### config.mk
export PLATFORM = sky130hd
export DESIGN_NAME = sorted_set_table_unit
export DESIGN_NICKNAME = d
export VERILOG_FILES = /design/src/sst_pkg.sv /design/src/sst_cell.sv /design/src/sst_ctrl.sv /design/src/sorted_set_table_unit.sv
export SDC_FILE = /design/constraint.sdc
export NUM_CORES = 2
export LEC_CHECK = 0
export ABC_AREA = 1
export BUFFER_PORTS_ARGS = -buffer_cell sky130_fd_sc_hd__buf_2
export CAP_MARGIN = 20
export CORE_ASPECT_RATIO = 0.8
export CORE_UTILIZATION = 40
export CTS_CLUSTER_DIAMETER = 200
export CTS_CLUSTER_SIZE = 24
export DETAILED_ROUTE_END_ITERATION = 6
export PLACE_DENSITY = 0.61
export SYNTH_ARGS = -nofsm -noshare
export SYNTH_HDL_FRONTEND = slang
export SYNTH_HIERARCHICAL = 1
export SYNTH_SLANG_ARGS = --single-unit
### constraint.sdc
create_clock -name aclk -period 9.52 [get_ports aclk]
set_input_delay 0.952 -clock aclk [delete_from_list [all_inputs] [get_ports aclk]]
set_output_delay 0.952 -clock aclk [all_outputs]
set_load 0.05 [all_outputs]
### src/sst_pkg.sv
// Shared types and codes for the sorted set table.
// Used by the cell, the control and the top level; depends on nothing.
package sst_pkg;

    localparam int DEPTH_DEF = 16;
    localparam int KEY_W     = 32;
    localparam int FIELD_W   = 5;    // width of position, entry_count and limit fields
    localparam int CMD_W     = 2;
    localparam int STATUS_W  = 2;

    localparam logic [FIELD_W-1:0] CAP_RESET = 5'd16;

    localparam logic [CMD_W-1:0] CMD_INSERT = 2'd0;
    localparam logic [CMD_W-1:0] CMD_REMOVE = 2'd1;
    localparam logic [CMD_W-1:0] CMD_QUERY  = 2'd2;

    localparam logic [STATUS_W-1:0] ST_DONE    = 2'd0;
    localparam logic [STATUS_W-1:0] ST_PRESENT = 2'd1;
    localparam logic [STATUS_W-1:0] ST_MISSING = 2'd2;
    localparam logic [STATUS_W-1:0] ST_FULL    = 2'd3;

    // Shift command broadcast from the control to every cell.
    typedef struct packed {
        logic ins;   // open a slot at the first entry not below the key
        logic rem;   // close the slot of the matching entry
    } cell_op_t;

endpackage

### src/sst_cell.sv
// One slot of the sorted store: holds an entry, compares it with the key,
// and takes a neighbor's entry on a shift. Depends on sst_pkg.
module sst_cell #(
    parameter int CNT_W = 5,
    parameter int INDEX = 0
) (
    input  logic                        aclk,
    input  logic                        cap_en,     // latch compare flags
    input  logic [sst_pkg::KEY_W-1:0]   cmp_key,    // key of the incoming request
    input  logic [CNT_W-1:0]            count,      // entries held now
    input  sst_pkg::cell_op_t           op,
    input  logic [sst_pkg::KEY_W-1:0]   upd_key,    // key of the request in work
    input  logic                        prev_lt,    // left neighbor is below the key
    input  logic [sst_pkg::KEY_W-1:0]   prev_entry,
    input  logic [sst_pkg::KEY_W-1:0]   next_entry,
    output logic [sst_pkg::KEY_W-1:0]   entry,
    output logic                        lt,
    output logic                        eq
);
    import sst_pkg::*;

    logic [KEY_W-1:0] entry_reg, entry_next;
    logic             lt_reg, eq_reg;
    logic             valid;

    assign valid = (count > CNT_W'(INDEX));

    always_comb begin
        entry_next = entry_reg;
        if (op.ins && !lt_reg) begin
            entry_next = prev_lt ? upd_key : prev_entry;
        end else if (op.rem && !lt_reg) begin
            entry_next = next_entry;
        end
    end

    always_ff @(posedge aclk) begin
        entry_reg <= entry_next;
        if (cap_en) begin
            lt_reg <= valid && ($signed(entry_reg) < $signed(cmp_key));
            eq_reg <= valid && (entry_reg == cmp_key);
        end
    end

    assign entry = entry_reg;
    assign lt    = lt_reg;
    assign eq    = eq_reg;

endmodule

### src/sst_ctrl.sv
// Decision logic: turns the cell flags into the shift command and the result.
// Depends on sst_pkg.
module sst_ctrl #(
    parameter int DEPTH = sst_pkg::DEPTH_DEF,
    parameter int CNT_W = 5
) (
    input  logic [DEPTH-1:0]                lt_vec,
    input  logic [DEPTH-1:0]                eq_vec,
    input  logic [sst_pkg::CMD_W-1:0]       cmd,
    input  logic [CNT_W-1:0]                count,
    input  logic [sst_pkg::FIELD_W-1:0]     cap,
    output sst_pkg::cell_op_t               op,
    output logic [CNT_W-1:0]                count_next,
    output logic [sst_pkg::STATUS_W-1:0]    status,
    output logic [sst_pkg::FIELD_W-1:0]     position,
    output logic                            found
);
    import sst_pkg::*;

    localparam int IDX_W = (DEPTH > 1) ? $clog2(DEPTH) : 1;
    localparam int WIDE  = CNT_W + FIELD_W;

    logic [IDX_W-1:0] hit_idx;
    logic [WIDE-1:0]  cnt_wide, cap_wide, pos_wide;
    logic             full;
    logic             use_idx;

    // Values are distinct, so at most one eq flag is set: OR-encode it.
    always_comb begin
        hit_idx = '0;
        for (int i = 0; i < DEPTH; i++) begin
            if (eq_vec[i]) hit_idx = hit_idx | IDX_W'(i);
        end
    end

    assign found    = |eq_vec;
    assign cnt_wide = WIDE'(count);
    assign cap_wide = WIDE'(cap);
    assign full     = (cnt_wide >= cap_wide) || (count == CNT_W'(DEPTH));

    always_comb begin
        op         = '0;
        count_next = count;
        use_idx    = found;
        status     = found ? ST_DONE : ST_MISSING;
        case (cmd)
            CMD_INSERT: begin
                if (found) begin
                    status = ST_PRESENT;
                end else if (full) begin
                    status = ST_FULL;
                end else begin
                    status     = ST_DONE;
                    op.ins     = 1'b1;
                    use_idx    = 1'b1;
                    count_next = count + CNT_W'(1);
                end
            end
            CMD_REMOVE: begin
                if (found) begin
                    op.rem     = 1'b1;
                    count_next = count - CNT_W'(1);
                end
            end
            default: begin
                // query and the unused code: look up only
            end
        endcase
    end

    // Insert of a new value lands at the number of entries below the key.
    logic [CNT_W-1:0] below_cnt;
    always_comb begin
        below_cnt = '0;
        for (int i = 0; i < DEPTH; i++) begin
            if (lt_vec[i] && (i == DEPTH - 1 || !lt_vec[(i + 1) % DEPTH])) begin
                below_cnt = below_cnt | CNT_W'(i + 1);
            end
        end
    end

    always_comb begin
        if (!use_idx) begin
            pos_wide = cnt_wide;
        end else if (found) begin
            pos_wide = WIDE'(hit_idx);
        end else begin
            pos_wide = WIDE'(below_cnt);
        end
    end

    assign position = pos_wide[FIELD_W-1:0];

endmodule

### src/sorted_set_table_unit.sv
// Sorted set table: distinct signed 32-bit keys kept in ascending order.
// A request is accepted and its compare flags are latched in the cells; then the
// cell chain shifts and the result is loaded. No new request is taken while one
// is in work or while an earlier result still waits in the result slot.
// Reset (aresetn low, synchronous): count cleared, limit back to 16, result
// channel emptied; stored entries stay undefined until written.
module sorted_set_table_unit #(
    parameter int DEPTH = sst_pkg::DEPTH_DEF
) (
    input  logic                        aclk,
    input  logic                        aresetn,
    // request channel
    input  logic                        s_tvalid,
    output logic                        s_tready,
    input  logic [39:0]                 s_tdata,   // cmd[1:0], key_value[33:2], zero pad
    // result channel
    output logic                        m_tvalid,
    input  logic                        m_tready,
    output logic [15:0]                 m_tdata,   // status[1:0], position[6:2],
                                                   // found[7], entry_count[12:8], pad
    // limit register
    input  logic                        cfg_wr_en,
    input  logic [sst_pkg::FIELD_W-1:0] cfg_wr_data
);
    import sst_pkg::*;

    localparam int CNT_W = $clog2(DEPTH + 1);
    localparam int WIDE  = CNT_W + FIELD_W;

    // control state
    logic                busy_reg;
    logic [CNT_W-1:0]    count_reg;
    logic [FIELD_W-1:0]  cap_reg;
    logic                m_tvalid_reg;
    // request in work and result payload
    logic [CMD_W-1:0]    cmd_reg;
    logic [KEY_W-1:0]    key_reg;
    logic [15:0]         m_tdata_reg;

    logic                accept;
    logic [CMD_W-1:0]    in_cmd;
    logic [KEY_W-1:0]    in_key;

    logic [DEPTH-1:0]    lt_vec, eq_vec;
    logic [KEY_W-1:0]    entries [DEPTH];
    cell_op_t            op, op_live;

    logic [CNT_W-1:0]    count_next;
    logic [STATUS_W-1:0] status;
    logic [FIELD_W-1:0]  position;
    logic                found;
    logic [WIDE-1:0]     cnt_wide;

    assign in_cmd = s_tdata[CMD_W-1:0];
    assign in_key = s_tdata[CMD_W+KEY_W-1:CMD_W];

    // Take a request only when idle and the result slot frees by the next edge.
    assign s_tready = !busy_reg && (!m_tvalid_reg || m_tready);
    assign accept   = s_tvalid && s_tready;

    // Shift the chain only in the cycle the request is resolved.
    assign op_live.ins = op.ins && busy_reg;
    assign op_live.rem = op.rem && busy_reg;

    // Row of cells: each compares the broadcast key and takes a neighbor's entry on a shift.
    for (genvar i = 0; i < DEPTH; i++) begin : g_cell
        logic             prev_lt_w;
        logic [KEY_W-1:0] prev_entry_w, next_entry_w;

        if (i == 0) begin : g_first
            assign prev_lt_w    = 1'b1;
            assign prev_entry_w = key_reg;
        end else begin : g_mid
            assign prev_lt_w    = lt_vec[i-1];
            assign prev_entry_w = entries[i-1];
        end

        if (i == DEPTH - 1) begin : g_last
            assign next_entry_w = entries[i];
        end else begin : g_inner
            assign next_entry_w = entries[i+1];
        end

        sst_cell #(
            .CNT_W (CNT_W),
            .INDEX (i)
        ) u_cell (
            .aclk       (aclk),
            .cap_en     (accept),
            .cmp_key    (in_key),
            .count      (count_reg),
            .op         (op_live),
            .upd_key    (key_reg),
            .prev_lt    (prev_lt_w),
            .prev_entry (prev_entry_w),
            .next_entry (next_entry_w),
            .entry      (entries[i]),
            .lt         (lt_vec[i]),
            .eq         (eq_vec[i])
        );
    end

    sst_ctrl #(
        .DEPTH (DEPTH),
        .CNT_W (CNT_W)
    ) u_ctrl (
        .lt_vec     (lt_vec),
        .eq_vec     (eq_vec),
        .cmd        (cmd_reg),
        .count      (count_reg),
        .cap        (cap_reg),
        .op         (op),
        .count_next (count_next),
        .status     (status),
        .position   (position),
        .found      (found)
    );

    assign cnt_wide = WIDE'(count_next);

    // control registers
    always_ff @(posedge aclk) begin
        if (!aresetn) begin
            busy_reg     <= 1'b0;
            count_reg    <= '0;
            cap_reg      <= CAP_RESET;
            m_tvalid_reg <= 1'b0;
        end else begin
            if (cfg_wr_en) begin
                cap_reg <= cfg_wr_data;
            end
            busy_reg <= accept;
            if (busy_reg) begin
                count_reg    <= count_next;
                m_tvalid_reg <= 1'b1;
            end else if (m_tready) begin
                m_tvalid_reg <= 1'b0;
            end
        end
    end

    // request and result payload: hold the request, load the result
    always_ff @(posedge aclk) begin
        if (accept) begin
            cmd_reg <= in_cmd;
            key_reg <= in_key;
        end
        if (busy_reg) begin
            m_tdata_reg <= {3'b000, cnt_wide[FIELD_W-1:0], found, position, status};
        end
    end

    assign m_tvalid = m_tvalid_reg;
    assign m_tdata  = m_tdata_reg;

endmodule

==> impl_metrics.csv <==
group,metric,value,unit
yosys,synth_cell_types,55,
timing,fmax,0.224,GHz
hold_path,min_path_type,"in -> reg",
cells_and_area,fin_nets,6068,
timing,finalSetupViolCount,0,
cells_and_area,largest_reg_flops,512,
placed_design,dpl.hpwl,97100,um
grt,globalRouteOverflowTotal,0,
yosys,synthFlopType,"edfxtp_1",
placed_design,place.gp.congestion,0.880,
cells_and_area,area_growth,5.17,%
timing,timing.final.crit_share,46.9,%
timing,hold_viol,0,
critical_path,cp-start-kind,"flop",
job,maxCapViolCount,0,
status,status,"completed",
drt,vias,36400,
placed_design,port_buffers,58,
cells_and_area,drive_above_1_share,7.50,%
clock_tree,cts_root_buffer,"clkbuf_16",
clock_tree,cts_resized,0,
critical_path,critical-path-top-delay-family,"simple AND/OR/NAND/NOR gates",
drt,wirelength,122000,um
yosys,synth_cells,5573,
clock_tree,insertion_delay,0.66,ns
clock_tree,cts_setup_buffers,0,
drt,post-route-drc-count,0,
floorplan,fp-row-count,109,
yosys,synth_area_per_cell,8.01,um2
critical_path,crit_type,"reg -> reg",
pwr,ir_worst_vdd,0.180,mV
timing,drv_slew,0,
floorplan,core-area,111000,um2
drt,ant_nets,0,
pwr,p_leak,21.2,nW
floorplan,die_h,301,um
critical_path,critPathBufInv,6,
critical_path,cp.depth,17,
critical_path,path_cells,"inv_1, ha_1, nand2_1, nor2_1, nand2_1, nand4_4, nor2_8, nand2_4, inv_1, nand2_1, inv_1, buf_4, inv_1, nor2_4, buf_4, nor2_1, a31oi_1",
drt,via_per_inst,5.19,
floorplan,dieArea,113000,um2
critical_path,r2r_start,"count_reg[0]$_SDFFE_PN0P_",
clock_tree,cts_buffers,29,
grt,grt_pass1_vias,34000,
yosys,yosys_warnings,6,
floorplan,die_x,376,um
hold_path,min-delay-start,"s_tdata[1]",
critical_path,path_common_cell,"inv_1",
drt,wl_per_cell,17.5,um
timing,setup_tns,0,ns
clock_tree,cts_buffer_depth,3,
clock_tree,clkTransAtPathRegs,0.11,ns
critical_path,cp-startpoint,"count_reg[0]$_SDFFE_PN0P_",
clock_tree,cts_hold_buf,0,
critical_path,worst-path-max-fanout,33,
timing,maxSlewHeadroom,18.9,%
grt,grt_usage,21.4,%
grt,grt_pass1_wl,193000,um
critical_path,crit_arrival,4.97,ns
yosys,syn_area,44600,um2
critical_path,cp-end-kind,"flop",
timing,fin_ws,5.05,ns
floorplan,io_pins,68,
placed_design,postPlaceCellArea,46100,um2
timing,rsz0062_at_grt,"false",
critical_path,slowest_delay,0.96,ns
clock_tree,htreeDepth,1,
grt,grt_max_degree,65,
cells_and_area,final_util,42.4,%
critical_path,critical-path-slowest-cell,"dfxtp_1",
cells_and_area,finalInstanceArea,46900,um2
placed_design,place_ws,5.19,ns
yosys,ys_async_sr_fraction,0,%
yosys,synth_edf_count,591,
hold_path,hold_path_depth,1,
clock_tree,clock_sinks,603,
placed_design,dp.cells,6963,
cells_and_area,finalNonFillerCells,7010,
timing,tightestPinTransition,1.21,ns
yosys,ys_seq_elements,603,
clock_tree,cts_tree,"done",
timing,skew,0.0307,ns
drt,drtIter0Drc,3298,
pwr,power_density,114,nW/um2
grt,antenna_found_initial,4,
drt,drt-pass1-iter-count,7,
floorplan,initial_utilization,40.4,%
timing,timing.final.crit_period,4.47,ns
yosys,ys_seq_area_share,40.3,%
critical_path,r2r_cells,17,
critical_path,cp.required,10.03,ns
[power breakdown]
group / total, W / internal (W) / leakage [nW] / switching, W
Sequential: 0.00304 / 0.00294 / 5.48 / 0.000100
Clock: 0.00148 / 0.000571 / 0.386 / 0.000910
Combinational: 0.000843 / 0.000259 / 15.3 / 0.000584
[cells in the final DEF (no fill, tap or decap), types with 33 or more instances in the layout]
cell	n
buf_4	46
nand2_1	1637
nand2_2	54
inv_2	36
inv_1	732
nor2_4	47
a21oi_1	212
nor2_2	46
o21ai_0	40
nor2_1	678
edfxtp_1	591
a31oi_1	514
nand4_1	33
ha_1	520
buf_2	59
[synthesized netlist by cell type (14+ instances only)]
cell type	n	area [um2]
nand2_1	1637	6140
inv_1	733	2750
nor2_1	694	2610
edfxtp_1	591	17700
ha_1	520	6510
a31oi_1	514	3220
a21oi_1	212	1060
buf_2	169	846
nand2_2	54	338
o21ai_0	40	200
nor2_2	39	244
nor2_4	38	428
inv_2	36	135
nand4_1	33	206
nand3_1	29	145
buf_4	27	203
o21a_1	27	203
nand3_2	20	200
nor3_1	17	85.1
a21o_1	16	120
clkbuf_1	16	60.1
o21ai_1	14	70.1
[worst paths after layout]
path / end / slack [ns]
worst max-delay path: g_cell[1].u_cell/entry[3]$_DFFE_PP_ / 5.05
worst min-delay path: cmd_reg[1]$_DFFE_PP_ / 0.47
worst max register to register: g_cell[1].u_cell/entry[3]$_DFFE_PP_ / 5.05
worst min register to register: cap_reg[4]$_SDFFE_PN1P_ / 0.50
[kinds of logic after synthesis]
group	synth area share [%]
flip-flops	40.3
buffers and inverters	9.03
XOR/XNOR	0.0196
AO/OA/AOI/OAI	11.7
AND/OR/NAND/NOR	24.3
other	0.0168
adder cells (fa/ha/maj)	14.6
[stage by stage]
stage / hold WS (ns) / power, W
after floorplan: 0.429 / 0.00365
after global placement: 0.449 / 0.00390
after detailed placement: 0.483 / 0.00393
after CTS: 0.433 / 0.00540
after global routing: 0.442 / 0.00560
final: 0.472 / 0.00537
[final cells by class]
class,instances,area [um2]
repair buffers,106,656
diodes,3,7.51
clock buffers,40,767
flip-flops and latches,603,18000
clock inverters,2,38.8
well taps,1498,1870
fillers,11000,63700
multi-input cells,3987,22700
inverters,771,2900
[per-layer routing]
metal  global-route usage, %  wire length (um)
met5                    1.05               165
met4                    4.11              2120
met3                    2.30              8140
met2                    32.7             51200
met1                    32.4             60800
No activity file was read; power rests on OpenSTA's default activity.
